### config.mk
export PLATFORM = sky130hd
export DESIGN_NAME = packet_app_protocol_classifier_flat
export DESIGN_NICKNAME = d
export VERILOG_FILES = /design/src/hdl/pac_pkg.sv /design/src/hdl/pac_req_if.sv /design/src/hdl/pac_rsp_if.sv /design/src/hdl/pac_parser.sv /design/src/hdl/pac_matcher.sv /design/src/hdl/packet_app_protocol_classifier.sv /design/src/flat_wrapper.sv
export SDC_FILE = /design/constraint.sdc
export NUM_CORES = 1
export LEC_CHECK = 0
export BUFFER_PORTS_ARGS = -buffer_cell sky130_fd_sc_hd__buf_2
export CORE_ASPECT_RATIO = 0.9
export CORE_MARGIN = 2
export CORE_UTILIZATION = 60
export CTS_BUF_LIST = sky130_fd_sc_hd__clkbuf_8
export DETAILED_ROUTE_END_ITERATION = 8
export PLACE_DENSITY = 0.86
export SYNTH_ARGS = -nofsm -noshare
export SYNTH_HDL_FRONTEND = slang
export SYNTH_SLANG_ARGS = --single-unit
### constraint.sdc
create_clock -name clock -period 11.81 [get_ports clock]
set_clock_uncertainty 0.15 [all_clocks]
set_input_delay 2.362 -clock clock [delete_from_list [all_inputs] [get_ports clock]]
set_output_delay 2.362 -clock clock [all_outputs]
set_load 0.05 [all_outputs]
### src/hdl/pac_pkg.sv
// Shared types, constants and the signature match function of the protocol classifier.
// Depends on nothing; the parser, matcher, top level and testbench import it.

package pac_pkg;

   // application protocol codes on the result channel
   typedef enum logic [3:0] {
      APP_UNKNOWN = 4'd0,
      APP_HTTP    = 4'd1,
      APP_HTTP2   = 4'd2,
      APP_TLS     = 4'd3,
      APP_DNS     = 4'd4,
      APP_SSH     = 4'd5,
      APP_SMTP    = 4'd6,
      APP_FTP     = 4'd7,
      APP_REDIS   = 4'd8,
      APP_MYSQL   = 4'd9,
      APP_GRPC    = 4'd10,
      APP_QUIC    = 4'd11,
      APP_RDP     = 4'd12
   } proto_id_type;

   // frame layout
   localparam logic [15:0] POS_ETYPE_HI  = 16'd12;
   localparam logic [15:0] POS_ETYPE_LO  = 16'd13;
   localparam logic [15:0] POS_IHL       = 16'd14;
   localparam logic [15:0] POS_IP_PROTO  = 16'd23;
   localparam logic [6:0]  ETH_HDR_LEN   = 7'd14;
   localparam logic [15:0] DPORT_HI_OFS  = 16'd2;
   localparam logic [15:0] DPORT_LO_OFS  = 16'd3;
   localparam logic [15:0] TCP_DOFF_OFS  = 16'd12;
   localparam logic [7:0]  UDP_HDR_LEN   = 8'd8;
   localparam logic [15:0] POS_MAX       = 16'hFFFF;

   // header field values
   localparam logic [15:0] ETYPE_IPV4       = 16'h0800;
   localparam logic [7:0]  IP_PROTO_TCP     = 8'd6;
   localparam logic [7:0]  IP_PROTO_UDP     = 8'd17;
   localparam logic [5:0]  MIN_IP_HDR_BYTES = 6'd20;
   localparam logic [3:0]  MIN_TCP_DOFF     = 4'd5;

   // port and signature constants
   localparam logic [15:0] PORT_DNS      = 16'd53;
   localparam logic [15:0] PORT_MDNS     = 16'd5353;
   localparam logic [15:0] PORT_REDIS    = 16'd6379;
   localparam logic [15:0] PORT_MYSQL    = 16'd3306;
   localparam logic [15:0] PORT_GRPC     = 16'd50051;
   localparam logic [15:0] PORT_GRPC_ALT = 16'd9090;
   localparam logic [15:0] PORT_QUIC     = 16'd443;
   localparam logic [15:0] PORT_RDP      = 16'd3389;
   localparam logic [15:0] DNS_FLAG_MASK = 16'h7800;
   localparam logic [7:0]  QUIC_LONG_HDR = 8'hC0;
   localparam logic [7:0]  TLS_HANDSHAKE = 8'd22;
   localparam logic [7:0]  TLS_MAJOR     = 8'h03;
   localparam logic [7:0]  MYSQL_PROTO10 = 8'h0a;
   localparam logic [7:0]  RDP_TPKT_VER  = 8'h03;

   // frame summary handed from the parser to the matcher
   typedef struct packed {
      logic [4:0][7:0] head;
      logic [15:0]     dport;
      logic            n_ge4;
      logic            n_ge5;
      logic            n_ge6;
      logic            n_ge12;
      logic            classified;
   } pac_snap_type;

   // priority-ordered signature and port rules
   function automatic proto_id_type pac_classify(input pac_snap_type s);
      logic [7:0]    p0, p1, p2, p3, p4;
      logic [15:0]   flags;
      proto_id_type  res;
      p0    = s.head[0];
      p1    = s.head[1];
      p2    = s.head[2];
      p3    = s.head[3];
      p4    = s.head[4];
      flags = {p2, p3};
      res   = APP_UNKNOWN;
      if (!s.n_ge4) begin
         res = APP_UNKNOWN;
      end else if (p0 == "S" && p1 == "S" && p2 == "H" && p3 == "-") begin
         res = APP_SSH;
      end else if ((p0 == "G" && p1 == "E" && p2 == "T") ||
                   (p0 == "P" && p1 == "O" && p2 == "S") ||
                   (p0 == "H" && p1 == "E" && p2 == "A") ||
                   (p0 == "P" && p1 == "U" && p2 == "T") ||
                   (p0 == "D" && p1 == "E" && p2 == "L") ||
                   (p0 == "O" && p1 == "P" && p2 == "T")) begin
         res = APP_HTTP;
      end else if (s.n_ge6 && p0 == "P" && p1 == "R" && p2 == "I" &&
                   p3 == " " && p4 == "*") begin
         res = APP_HTTP2;
      end else if (p0 == TLS_HANDSHAKE && p1 == TLS_MAJOR &&
                   (p2 == 8'h01 || p2 == 8'h03 || p2 == 8'h04)) begin
         res = APP_TLS;
      end else if (s.n_ge12 && (s.dport == PORT_DNS || s.dport == PORT_MDNS) &&
                   (flags & DNS_FLAG_MASK) == 16'h0000) begin
         res = APP_DNS;
      end else if ((p0 == "2" && p1 == "2" && p2 == "0" && p3 == " ") ||
                   (p0 == "E" && p1 == "H" && p2 == "L" && p3 == "O")) begin
         res = APP_SMTP;
      end else if (s.n_ge5 && p0 == "U" && p1 == "S" && p2 == "E" &&
                   p3 == "R" && p4 == " ") begin
         res = APP_FTP;
      end else if ((p0 == "*" || p0 == "+" || p0 == "-" || p0 == ":") &&
                   s.dport == PORT_REDIS) begin
         res = APP_REDIS;
      end else if (s.n_ge5 && p4 == MYSQL_PROTO10 && s.dport == PORT_MYSQL) begin
         res = APP_MYSQL;
      end else if (s.dport == PORT_GRPC || s.dport == PORT_GRPC_ALT) begin
         res = APP_GRPC;
      end else if (s.dport == PORT_QUIC && (p0 & QUIC_LONG_HDR) == QUIC_LONG_HDR) begin
         res = APP_QUIC;
      end else if (p0 == RDP_TPKT_VER && p1 == 8'h00 && s.dport == PORT_RDP) begin
         res = APP_RDP;
      end
      return res;
   endfunction

endpackage

### src/hdl/pac_req_if.sv
// Frame byte channel of the protocol classifier: valid, ready and one byte per beat.
// No dependencies.

interface pac_req_if;
   logic       valid;
   logic       ready;
   logic [7:0] pkt_byte;
   logic       frame_end;

   modport source (output valid, output pkt_byte, output frame_end, input ready);
   modport sink   (input valid, input pkt_byte, input frame_end, output ready);
endinterface

### src/hdl/pac_rsp_if.sv
// Result channel of the protocol classifier: one beat per frame.
// No dependencies.

interface pac_rsp_if;
   logic       valid;
   logic       ready;
   logic [3:0] proto_id;
   logic       classified;

   modport source (output valid, output proto_id, output classified, input ready);
   modport sink   (input valid, input proto_id, input classified, output ready);
endinterface

### src/hdl/pac_parser.sv
// Header parser: input beat register, per-frame header state and frame summary register.
// Depends on pac_pkg.

module pac_parser #(
   parameter int PAYLOAD_WINDOW = 64
) (
   input  logic                 clock,
   input  logic                 reset,
   input  logic                 in_valid,
   output logic                 in_ready,
   input  logic [7:0]           in_byte,
   input  logic                 in_last,
   output logic                 snap_valid,
   input  logic                 snap_ready,
   output pac_pkg::pac_snap_type snap
);
   import pac_pkg::*;

   localparam int CNT_W = $clog2(PAYLOAD_WINDOW + 1);

   // input beat register
   logic       beat_vld_ff, beat_vld_in;
   logic [7:0] byte_ff, byte_in;
   logic       last_ff, last_in;

   // per-frame state
   logic [15:0]      pos_ff, pos_in;
   logic [15:0]      etype_ff, etype_in;
   logic [5:0]       ihl_ff, ihl_in;
   logic [7:0]       ipproto_ff, ipproto_in;
   logic [15:0]      port_ff, port_in;
   logic [7:0]       poff_ff, poff_in;
   logic [4:0][7:0]  head_ff, head_in;
   logic [CNT_W-1:0] cnt_ff, cnt_in;
   logic             hv_ff, hv_in;

   // summary register
   logic         snap_vld_ff, snap_vld_in;
   pac_snap_type snap_ff, snap_in;

   // updated state before the frame-end clear
   logic [15:0]      upd_etype, upd_port;
   logic [5:0]       upd_ihl;
   logic [7:0]       upd_ipproto, upd_poff;
   logic [4:0][7:0]  upd_head;
   logic [CNT_W-1:0] upd_cnt;
   logic             upd_hv;

   logic        proc_fire, snap_free;
   logic [6:0]  thdr;
   logic [15:0] tpos;
   logic        ip_ok;
   logic [3:0]  doff;

   // handshake between stages
   assign snap_free   = !snap_vld_ff || snap_ready;
   assign proc_fire   = beat_vld_ff && (!last_ff || snap_free);
   assign in_ready    = !beat_vld_ff || proc_fire;
   assign beat_vld_in = in_ready ? in_valid : beat_vld_ff;
   assign byte_in     = (in_ready && in_valid) ? in_byte : byte_ff;
   assign last_in     = (in_ready && in_valid) ? in_last : last_ff;

   // transport header start and ipv4 check
   assign thdr  = ETH_HDR_LEN + 7'(ihl_ff);
   assign tpos  = 16'(thdr);
   assign ip_ok = (etype_ff == ETYPE_IPV4) && (ihl_ff >= MIN_IP_HDR_BYTES);
   assign doff  = byte_ff[7:4];

   // field extraction for the beat in hand
   always_comb begin
      upd_etype   = etype_ff;
      upd_ihl     = ihl_ff;
      upd_ipproto = ipproto_ff;
      upd_port    = port_ff;
      upd_poff    = poff_ff;
      upd_head    = head_ff;
      upd_cnt     = cnt_ff;
      upd_hv      = hv_ff;
      if (pos_ff == POS_ETYPE_HI) upd_etype[15:8] = byte_ff;
      if (pos_ff == POS_ETYPE_LO) upd_etype[7:0]  = byte_ff;
      if (pos_ff == POS_IHL)      upd_ihl         = {byte_ff[3:0], 2'b00};
      if (pos_ff == POS_IP_PROTO) begin
         upd_ipproto = byte_ff;
         if (ip_ok && byte_ff == IP_PROTO_UDP) begin
            upd_poff = 8'(thdr) + UDP_HDR_LEN;
            upd_hv   = 1'b1;
         end
      end
      if (pos_ff == tpos + DPORT_HI_OFS) upd_port[15:8] = byte_ff;
      if (pos_ff == tpos + DPORT_LO_OFS) upd_port[7:0]  = byte_ff;
      if (pos_ff == tpos + TCP_DOFF_OFS && pos_ff > POS_IP_PROTO && ip_ok &&
          ipproto_ff == IP_PROTO_TCP && doff >= MIN_TCP_DOFF) begin
         upd_poff = 8'(thdr) + {2'b00, doff, 2'b00};
         upd_hv   = 1'b1;
      end
      // payload head capture and count
      if (hv_ff && pos_ff >= {8'h00, poff_ff}) begin
         for (int i = 0; i < 5; i++) begin
            if (cnt_ff == CNT_W'(i)) upd_head[i] = byte_ff;
         end
         if (cnt_ff < CNT_W'(PAYLOAD_WINDOW)) upd_cnt = cnt_ff + CNT_W'(1);
      end
   end

   // state next values, cleared at frame end
   always_comb begin
      pos_in      = pos_ff;
      etype_in    = etype_ff;
      ihl_in      = ihl_ff;
      ipproto_in  = ipproto_ff;
      port_in     = port_ff;
      poff_in     = poff_ff;
      head_in     = head_ff;
      cnt_in      = cnt_ff;
      hv_in       = hv_ff;
      if (proc_fire) begin
         if (last_ff) begin
            pos_in     = '0;
            etype_in   = '0;
            ihl_in     = '0;
            ipproto_in = '0;
            port_in    = '0;
            poff_in    = '0;
            head_in    = '0;
            cnt_in     = '0;
            hv_in      = 1'b0;
         end else begin
            pos_in     = (pos_ff == POS_MAX) ? pos_ff : pos_ff + 16'd1;
            etype_in   = upd_etype;
            ihl_in     = upd_ihl;
            ipproto_in = upd_ipproto;
            port_in    = upd_port;
            poff_in    = upd_poff;
            head_in    = upd_head;
            cnt_in     = upd_cnt;
            hv_in      = upd_hv;
         end
      end
   end

   // frame summary on the last byte
   always_comb begin
      snap_in            = snap_ff;
      snap_in.head       = upd_head;
      snap_in.dport      = upd_port;
      snap_in.n_ge4      = upd_cnt >= CNT_W'(4);
      snap_in.n_ge5      = upd_cnt >= CNT_W'(5);
      snap_in.n_ge6      = upd_cnt >= CNT_W'(6);
      snap_in.n_ge12     = upd_cnt >= CNT_W'(12);
      snap_in.classified = upd_hv && (upd_cnt != '0);
      if (!(proc_fire && last_ff)) snap_in = snap_ff;
      snap_vld_in = (proc_fire && last_ff) ? 1'b1 : (snap_ready ? 1'b0 : snap_vld_ff);
   end

   // registers
   always_ff @(posedge clock) begin
      if (reset) begin
         beat_vld_ff <= 1'b0;
         pos_ff      <= '0;
         etype_ff    <= '0;
         ihl_ff      <= '0;
         ipproto_ff  <= '0;
         port_ff     <= '0;
         poff_ff     <= '0;
         head_ff     <= '0;
         cnt_ff      <= '0;
         hv_ff       <= 1'b0;
         snap_vld_ff <= 1'b0;
      end else begin
         beat_vld_ff <= beat_vld_in;
         pos_ff      <= pos_in;
         etype_ff    <= etype_in;
         ihl_ff      <= ihl_in;
         ipproto_ff  <= ipproto_in;
         port_ff     <= port_in;
         poff_ff     <= poff_in;
         head_ff     <= head_in;
         cnt_ff      <= cnt_in;
         hv_ff       <= hv_in;
         snap_vld_ff <= snap_vld_in;
      end
      byte_ff <= byte_in;
      last_ff <= last_in;
      snap_ff <= snap_in;
   end

   assign snap_valid = snap_vld_ff;
   assign snap       = snap_ff;

   // the frame state starts afresh after each last byte
   assert property (@(posedge clock) disable iff (reset)
      proc_fire && last_ff |=> pos_ff == '0 && !hv_ff && cnt_ff == '0)
      else $error("frame state not cleared after last byte");

   // payload is only counted once the transport header is known
   assert property (@(posedge clock) disable iff (reset)
      !hv_ff |-> cnt_ff == '0)
      else $error("payload counted without a valid header");

   // payload count saturates at the window
   assert property (@(posedge clock) disable iff (reset)
      cnt_ff <= CNT_W'(PAYLOAD_WINDOW))
      else $error("payload count beyond window");

   // a waiting summary is never overwritten
   assert property (@(posedge clock) disable iff (reset)
      snap_vld_ff && !snap_ready |-> !(proc_fire && last_ff))
      else $error("frame summary overwritten while waiting");

endmodule

### src/hdl/pac_matcher.sv
// Signature matcher: applies the protocol rules to a frame summary into the result register.
// Depends on pac_pkg.

module pac_matcher (
   input  logic                  clock,
   input  logic                  reset,
   input  logic                  snap_valid,
   output logic                  snap_ready,
   input  pac_pkg::pac_snap_type snap,
   output logic                  out_valid,
   input  logic                  out_ready,
   output pac_pkg::proto_id_type out_proto,
   output logic                  out_classified
);
   import pac_pkg::*;

   logic          out_vld_ff, out_vld_in;
   proto_id_type  proto_ff, proto_in;
   logic          cls_ff, cls_in;
   logic          load;

   // result register frees when the receiver takes its beat
   assign snap_ready = !out_vld_ff || out_ready;
   assign load       = snap_valid && snap_ready;

   // rule match
   always_comb begin
      out_vld_in = load ? 1'b1 : (out_ready ? 1'b0 : out_vld_ff);
      proto_in   = proto_ff;
      cls_in     = cls_ff;
      if (load) begin
         proto_in = snap.classified ? pac_classify(snap) : APP_UNKNOWN;
         cls_in   = snap.classified;
      end
   end

   always_ff @(posedge clock) begin
      if (reset) begin
         out_vld_ff <= 1'b0;
      end else begin
         out_vld_ff <= out_vld_in;
      end
      proto_ff <= proto_in;
      cls_ff   <= cls_in;
   end

   assign out_valid      = out_vld_ff;
   assign out_proto      = proto_ff;
   assign out_classified = cls_ff;

   // an unclassified frame always reports unknown
   assert property (@(posedge clock) disable iff (reset)
      out_vld_ff && !cls_ff |-> proto_ff == APP_UNKNOWN)
      else $error("protocol reported for unclassified frame");

   // a taken summary appears as a result in the next cycle
   assert property (@(posedge clock) disable iff (reset)
      load |=> out_vld_ff && cls_ff == $past(snap.classified))
      else $error("summary lost on its way to the result register");

endmodule

### src/hdl/packet_app_protocol_classifier.sv
// Application protocol classifier, top level.
// Depends on pac_pkg, pac_req_if, pac_rsp_if, pac_parser and pac_matcher.
//
// Frames enter on req_bus one byte per beat, from the Ethernet destination
// address on; frame_end marks the last byte. Nothing comes out for other
// bytes. For every last byte one beat leaves on rsp_bus with the application
// protocol code and a flag that says whether the payload was inspected
// (IPv4 carrying TCP or UDP with at least one payload byte).
// Throughput: one byte per cycle, including back-to-back frames,
// while the result side keeps up. The last byte reaches the result beat by way
// of the beat register, the frame summary register and the result register.
// The parser keeps only the header fields, the first five payload bytes and
// a payload count that stops at PAYLOAD_WINDOW.
// When the receiver stalls, the result register holds its beat and one more
// frame summary waits behind it; bytes that do not end a frame keep flowing,
// and req_bus.ready drops only when a further last byte finds both occupied.
// Synchronous reset empties all stages and clears the per-frame state.

module packet_app_protocol_classifier #(
   parameter int PAYLOAD_WINDOW = 64
) (
   input  logic      clock,
   input  logic      reset,
   pac_req_if.sink   req_bus,
   pac_rsp_if.source rsp_bus
);
   import pac_pkg::*;

   logic          snap_valid, snap_ready;
   pac_snap_type  snap;
   proto_id_type  out_proto;

   // header parsing and payload capture
   pac_parser #(
      .PAYLOAD_WINDOW (PAYLOAD_WINDOW)
   ) u_parser (
      .clock      (clock),
      .reset      (reset),
      .in_valid   (req_bus.valid),
      .in_ready   (req_bus.ready),
      .in_byte    (req_bus.pkt_byte),
      .in_last    (req_bus.frame_end),
      .snap_valid (snap_valid),
      .snap_ready (snap_ready),
      .snap       (snap)
   );

   // signature rules and result register
   pac_matcher u_matcher (
      .clock          (clock),
      .reset          (reset),
      .snap_valid     (snap_valid),
      .snap_ready     (snap_ready),
      .snap           (snap),
      .out_valid      (rsp_bus.valid),
      .out_ready      (rsp_bus.ready),
      .out_proto      (out_proto),
      .out_classified (rsp_bus.classified)
   );

   assign rsp_bus.proto_id = 4'(out_proto);

   // no result beat without a frame summary ahead of it
   assert property (@(posedge clock) disable iff (reset)
      rsp_bus.valid && !$past(rsp_bus.valid) |-> $past(snap_valid && snap_ready))
      else $error("result beat without a frame");

endmodule

### src/flat_wrapper.sv
// flat-port wrapper written by rule: the top's interface ports become plain ports
module packet_app_protocol_classifier_flat import pac_pkg::*;
#(
   parameter int PAYLOAD_WINDOW = 64
)
  (clock, reset, req_bus_valid, req_bus_pkt_byte, req_bus_frame_end, req_bus_ready, rsp_bus_valid, rsp_bus_proto_id, rsp_bus_classified, rsp_bus_ready);
  pac_req_if req_bus_i ();
  pac_rsp_if rsp_bus_i ();
  input  logic clock;
  input  logic reset;
  input wire logic [$bits(req_bus_i.valid)-1:0] req_bus_valid;
  input wire logic [$bits(req_bus_i.pkt_byte)-1:0] req_bus_pkt_byte;
  input wire logic [$bits(req_bus_i.frame_end)-1:0] req_bus_frame_end;
  output wire logic [$bits(req_bus_i.ready)-1:0] req_bus_ready;
  output wire logic [$bits(rsp_bus_i.valid)-1:0] rsp_bus_valid;
  output wire logic [$bits(rsp_bus_i.proto_id)-1:0] rsp_bus_proto_id;
  output wire logic [$bits(rsp_bus_i.classified)-1:0] rsp_bus_classified;
  input wire logic [$bits(rsp_bus_i.ready)-1:0] rsp_bus_ready;
  assign req_bus_i.valid = req_bus_valid;
  assign req_bus_i.pkt_byte = req_bus_pkt_byte;
  assign req_bus_i.frame_end = req_bus_frame_end;
  assign req_bus_ready = req_bus_i.ready;
  assign rsp_bus_valid = rsp_bus_i.valid;
  assign rsp_bus_proto_id = rsp_bus_i.proto_id;
  assign rsp_bus_classified = rsp_bus_i.classified;
  assign rsp_bus_i.ready = rsp_bus_ready;
  packet_app_protocol_classifier #(.PAYLOAD_WINDOW(PAYLOAD_WINDOW)) u_core (.clock(clock), .reset(reset), .req_bus(req_bus_i), .rsp_bus(rsp_bus_i));
endmodule
==> results.sh, run 1 <==
export IMPL_outcome="finished, final reports clean"
export IMPL_wl_per_cell_um=20.16
export IMPL_h_tree_depth=4
export IMPL_path_clk_slew_ps=90
export IMPL_synthToLayoutAreaGrowth_pct=5.995
export IMPL_hold_viol=0
export IMPL_syn_num_nets=944
export IMPL_syn_area_per_cell_um2=10.41
export IMPL_setup_tns_ps=0
export IMPL_final_cell_area_um2=9977
export IMPL_grt_pass1_vias=6829
export IMPL_cts_hold_buffers=0
export IMPL_routed_via_count=7403
export IMPL_die_y_um=122.8
export IMPL_powerDensity_nw_per_um2=117.7
export IMPL_async_reset_ff_share_pct=0
export IMPL_antenna_found_initial=0
export IMPL_hold_ws_ps=329.9
export IMPL_ant_nets=0
export IMPL_r2r_cells=12
export IMPL_seq_area_um2=4614
export IMPL_std_cell_rows=43
export IMPL_cp_required_ps=9300
export IMPL_drc=0
export IMPL_place_hpwl_um=14960
export IMPL_min_delay_start="u_core.u_parser.head_ff[24]"
export IMPL_grt_usage_pct=27.74
export IMPL_ys_types=72
export IMPL_drt_iter0_drc=835
export IMPL_regToRegEndpoint="u_core.u_parser.port_ff[5]"
export IMPL_max_vdd_ir_drop_mv=0.08232
export IMPL_dp_cells=1078
export IMPL_crit_reg2reg_launch="u_core.u_parser.ihl_ff[2]"
export IMPL_cp_arrival_ps=3060
export IMPL_postLayoutSetupSlackWorst_ps=6234
export IMPL_cts_made_buffers=17
export IMPL_synth_edf_count=75
export IMPL_netlist_area_um2=9413
export IMPL_drt_first_pass_iters=5
export IMPL_num_fill_cells=1181
export IMPL_synth_seq_cells=193
export IMPL_clock_latency_ps=470
export IMPL_total_power_mw=1.174
export IMPL_gp_congestion=0.9675
export IMPL_start_kind="input pin"
export IMPL_final_layout_size_suffix_gt1_share_pct=10.46
export IMPL_rsz0062_at_grt="false"
export IMPL_final_common_cell="dfxtp_1"
export IMPL_cap_violations=0
export IMPL_ctsResizeCount=0
export IMPL_synthCells=904
export IMPL_grt_pass1_wl_um=35600
export IMPL_cts_tree="built"
export IMPL_instances_no_fill=1110
export IMPL_post_cts_setup_buffer_count=0
export IMPL_path_class="in -> out"
export IMPL_grt_max_degree=65
export IMPL_cts_path_max_buffers=2
export IMPL_coreArea_um2=15390
export IMPL_synth_ff_type="dfxtp_1"
export IMPL_diodes=0
export IMPL_clock_sinks=193
export IMPL_routed_wl_um=22380
export IMPL_multi_input_area_um2=4474
export IMPL_grt_ovfl_total=0
export IMPL_seq_area_frac_synth_pct=49.02
export IMPL_hp_class="reg -> reg"
export IMPL_final_core_util_pct=64.84
export IMPL_port_buffers=19
export IMPL_die_area_um2=16710
export IMPL_hold_path_depth=1
export IMPL_cp_max_fo=3
export IMPL_setup_viol=0
export IMPL_relSlewSlack_pct=13.09
export IMPL_yosysWarnings=0
export IMPL_initial_core_util_pct=61.17
export IMPL_dp_slack_ps=6247
export IMPL_tightest_slew_ps=1292
export IMPL_slew_violations=0
export IMPL_via_per_inst=6.669
export IMPL_holdPathEnd="u_core.u_parser.head_ff[24]"
export IMPL_layout_common_cells="118 x dfxtp_1, 78 x nor2_1, 75 x edfxtp_1, 56 x a22o_1, 43 x nand2_1"
export IMPL_die_width_um=136.0
export IMPL_dpl_cell_area_um2=9598
export IMPL_fmax_ghz=0.1793
export IMPL_cp_end_kind="output pin"
export IMPL_period_share_pct=47.21
export IMPL_io_pins=20
export IMPL_cellLeakagePower_nw=3.786
export IMPL_cts_root_buffer_cell="clkbuf_8"
export IMPL_fin_crit_ps=5576
export IMPL_rrSetupSlack_ps=7780
export IMPL_nets=935
## how the worst max path moves through the flow
stage | startpoint | slack [ps] | endpoint | cells after the start
5_1_grt | rsp_bus_ready | 6180 | req_bus_ready | 5
2_1_floorplan | rsp_bus_ready | 5330 | u_core.u_parser.etype_ff[0] | 6
3_5_place_dp | rsp_bus_ready | 6250 | req_bus_ready | 5
3_3_place_gp | rsp_bus_ready | 6260 | req_bus_ready | 5
6_report | rsp_bus_ready | 6230 | req_bus_ready | 5
4_1_cts | rsp_bus_ready | 6240 | req_bus_ready | 5
## Yosys cell counts (7+ instances only)
master    instances  share of area (%)
o21ai_0          18               0.96
or3_1            10               0.66
a21o_1            8               0.64
nor4bb_1          8               0.85
nor2b_1           8               0.53
nand4_1          19                1.3
buf_2            13               0.69
a22oi_1          28                2.2
xnor2_1           8               0.74
mux2_1           32                3.8
mux2_2           22                2.6
nor4_1           20                1.3
edfxtp_1         75                 24
nor2_1           79                3.2
ha_1             26                3.5
nand2_1          43                1.7
xor2_1           18                1.7
a31oi_1           7               0.47
a22o_1           56                5.2
nand3_1          29                1.5
and3_1           14               0.93
clkbuf_1         39                1.6
nor4b_1          14                1.3
a21oi_1          32                1.7
nor3_1           21                1.1
dfxtp_1         118                 25
inv_1            27                1.1
nand2b_1         10               0.66
o21ai_1           8               0.43
## layout make-up
cell class	count	share of cell area, %
clock buffer	20	2.759
clock inverter	12	1.041
sequential	193	46.25
inverter	27	1.016
tap	202	2.533
multi-input combinational	629	44.85
timing repair buffer	27	1.555
## per-layer routing
layer	share of wire, %	routed length, um	vias to the layer above	track usage (%)
met5	0	0	-	0
met3	8.8	1969	65	5.370
li1	-	-	3404	-
met2	45	10120	379	43.75
met1	43	9646	3555	38.19
met4	2.9	641	0	10.22
## sequential cells by signal, summed over array words and instances, names as in the netlist
register                         flops
u_core.u_matcher.out_classified      1
u_core.u_matcher.out_proto           4
u_core.u_matcher.out_valid           1
u_core.u_parser.beat_vld_ff          1
u_core.u_parser.byte_ff              8
u_core.u_parser.cnt_ff               7
u_core.u_parser.etype_ff            16
u_core.u_parser.head_ff             40
u_core.u_parser.hv_ff                1
u_core.u_parser.ihl_ff               4
u_core.u_parser.ipproto_ff           8
u_core.u_parser.last_ff              1
u_core.u_parser.poff_ff              7
u_core.u_parser.port_ff             16
u_core.u_parser.pos_ff              16
u_core.u_parser.snap                61
u_core.u_parser.snap_valid           1
## cell families (layout without fill, tap and decap cells)
logic type               Yosys count  after routing  share of synthesized area (%)
AO/OA/AOI/OAI                    204            204                          16.11
XOR/XNOR                          26             26                          2.419
adder cells (fa/ha/maj)           27             27                          3.669
buffers and inverters             82             86                          3.523
flip-flops                       193            193                          49.02
multiplexers                      56             56                          6.673
AND/OR/NAND/NOR                  316            316                          18.58
## report_power, final
group | leakage (nW) | internal, mW | switching (mW)
Combinational | 1.82 | 0.0117 | 0.0384
Sequential | 1.76 | 0.694 | 0.0115
Clock | 0.208 | 0.185 | 0.234
## critical path: stages
cell and delay [ps]:
buf_2 100, inv_1 70, and3_1 180, nand3_1 100, buf_2 250
Power figures use the tool's default switching activity.
==> run 2, diff against run 1 <==
==> constraint.sdc (replaced) <==
create_clock -name clock -period 5.7 [get_ports clock]
set_clock_uncertainty 0.15 [all_clocks]
set_input_delay 1.14 -clock clock [delete_from_list [all_inputs] [get_ports clock]]
set_output_delay 1.14 -clock clock [all_outputs]
set_load 0.05 [all_outputs]
==> run 2 against run 1 <==
Wire length up 3.8%. Non-clock buffer count grew 2. Die area is the same. Count of clock-buffer cells in the layout fell by 1. Critical path depth grew 7. Setup slack lost 4600 ps. Largest power group unchanged.
==> results.sh, run 2 (synthesis results as in run 1) <==
export IMPL_gp_congestion=0.9821
export IMPL_die_width_um=136.0
export IMPL_clock_sinks=193
export IMPL_relSlewSlack_pct=16.66
export IMPL_wl_per_cell_um=20.90
export IMPL_hp_class="reg -> reg"
export IMPL_dp_slack_ps=1830
export IMPL_slew_violations=0
export IMPL_grt_pass1_wl_um=37270
export IMPL_rrSetupSlack_ps=1680
export IMPL_cts_root_buffer_cell="clkbuf_8"
export IMPL_fin_crit_ps=4019
export IMPL_setup_viol=0
export IMPL_ant_nets=0
export IMPL_h_tree_depth=4
export IMPL_rsz0062_at_grt="false"
export IMPL_routed_wl_um=23240
export IMPL_std_cell_rows=43
export IMPL_cts_path_max_buffers=2
export IMPL_cts_hold_buffers=0
export IMPL_min_delay_start="u_core.u_parser.head_ff[2]"
export IMPL_final_cell_area_um2=10010
export IMPL_total_power_mw=2.475
export IMPL_place_hpwl_um=15670
export IMPL_initial_core_util_pct=61.17
export IMPL_postLayoutSetupSlackWorst_ps=1681
export IMPL_cp_required_ps=5960
export IMPL_drc=0
export IMPL_synthToLayoutAreaGrowth_pct=6.327
export IMPL_r2r_cells=12
export IMPL_regToRegEndpoint="u_core.u_parser.port_ff[2]"
export IMPL_grt_usage_pct=29.01
export IMPL_port_buffers=19
export IMPL_final_layout_size_suffix_gt1_share_pct=10.44
export IMPL_start_kind="flop"
export IMPL_path_class="reg -> reg"
export IMPL_hold_viol=0
export IMPL_dp_cells=1080
export IMPL_max_vdd_ir_drop_mv=0.1417
export IMPL_final_core_util_pct=65.04
export IMPL_period_share_pct=70.51
export IMPL_cellLeakagePower_nw=3.802
export IMPL_cp_end_kind="flop"
export IMPL_layout_common_cells="118 x dfxtp_1, 78 x nor2_1, 75 x edfxtp_1, 56 x a22o_1, 43 x nand2_1"
export IMPL_largest_reg_flops=61
export IMPL_cts_made_buffers=17
export IMPL_routed_via_count=7446
export IMPL_path_clk_slew_ps=90
export IMPL_post_cts_setup_buffer_count=0
export IMPL_ctsResizeCount=0
export IMPL_die_y_um=122.8
export IMPL_cp_arrival_ps=4280
export IMPL_clock_latency_ps=470
export IMPL_grt_max_degree=54
export IMPL_setup_tns_ps=0
export IMPL_hold_path_depth=1
export IMPL_cts_tree="built"
export IMPL_fmax_ghz=0.2488
export IMPL_crit_reg2reg_launch="u_core.u_parser.ihl_ff[2]"
export IMPL_cap_violations=0
export IMPL_grt_ovfl_total=0
export IMPL_outcome="finished, final reports clean"
export IMPL_antenna_found_initial=0
export IMPL_drt_iter0_drc=766
export IMPL_hold_ws_ps=334.0
export IMPL_dpl_cell_area_um2=9613
export IMPL_via_per_inst=6.696
export IMPL_nets=937
export IMPL_diodes=0
export IMPL_coreArea_um2=15390
export IMPL_die_area_um2=16710
export IMPL_instances_no_fill=1112
export IMPL_io_pins=20
export IMPL_cp_max_fo=11
export IMPL_drt_first_pass_iters=6
export IMPL_final_common_cell="dfxtp_1"
export IMPL_tightest_slew_ps=1239
export IMPL_powerDensity_nw_per_um2=247.3
export IMPL_grt_pass1_vias=6903
export IMPL_holdPathEnd="u_core.u_parser.head_ff[2]"
run 2: cell count changes in the layout (fill, tap and decap cells not counted):
cell        change
clkinvlp_4      +1
bufinv_16       +1
buf_4           +2
clkbuf_8        -1
inv_4           -2
clkinv_2        -1
inv_1           +2
clkinv_4        -1
inv_8           +1
run 2: metal layers:
layer  vias up  share of wire, %  GRT usage [%]
met5         -                 0              0
met4         0               2.8          10.42
met3        72               9.6          8.468
met2       392                45          44.19
met1      3570                43          39.58
li1       3412                 -              -
run 2: how the worst max path moves through the flow:
stage	to	slack (ps)	cells past startpoint	from
after CTS	u_core.u_parser.port_ff[2]	1840	12	u_core.u_parser.ihl_ff[2]
after detailed placement	u_core.u_parser.port_ff[0]	1830	12	u_core.u_parser.ihl_ff[2]
after global placement	u_core.u_parser.port_ff[15]	2130	12	u_core.u_parser.ihl_ff[2]
final	u_core.u_parser.port_ff[2]	1680	12	u_core.u_parser.ihl_ff[2]
after global routing	u_core.u_parser.port_ff[2]	1400	12	u_core.u_parser.ihl_ff[2]
after floorplan	u_core.u_parser.etype_ff[0]	450	6	rsp_bus_ready
run 2: area by class of cell:
type,count,area [um^2]
clock buffers,19,261.5
fillers,1190,5379
clock inverters,13,133.9
multi-input cells,629,4474
flip-flops and latches,193,4614
well taps,202,252.7
repair buffers,29,170.2
inverters,27,101.3
run 2: critical path, cell delays in order (launching register included):
cell	delay (ps)
dfxtp_1	640
inv_1	160
ha_1	290
xor2_1	200
inv_1	120
ha_1	300
nor2b_1	180
o21ai_0	110
o22ai_1	90
o32ai_1	310
nand3_1	560
nor2_1	600
a22o_1	250
run 2: power by group:
| part | internal, mW | leakage (nW) | total [mW] | switching [mW] |
|---|---|---|---|---|
| combinational | 0.0258 | 1.83 | 0.113 | 0.0874 |
| sequential | 1.44 | 1.76 | 1.46 | 0.0190 |
| clock | 0.415 | 0.214 | 0.905 | 0.490 |
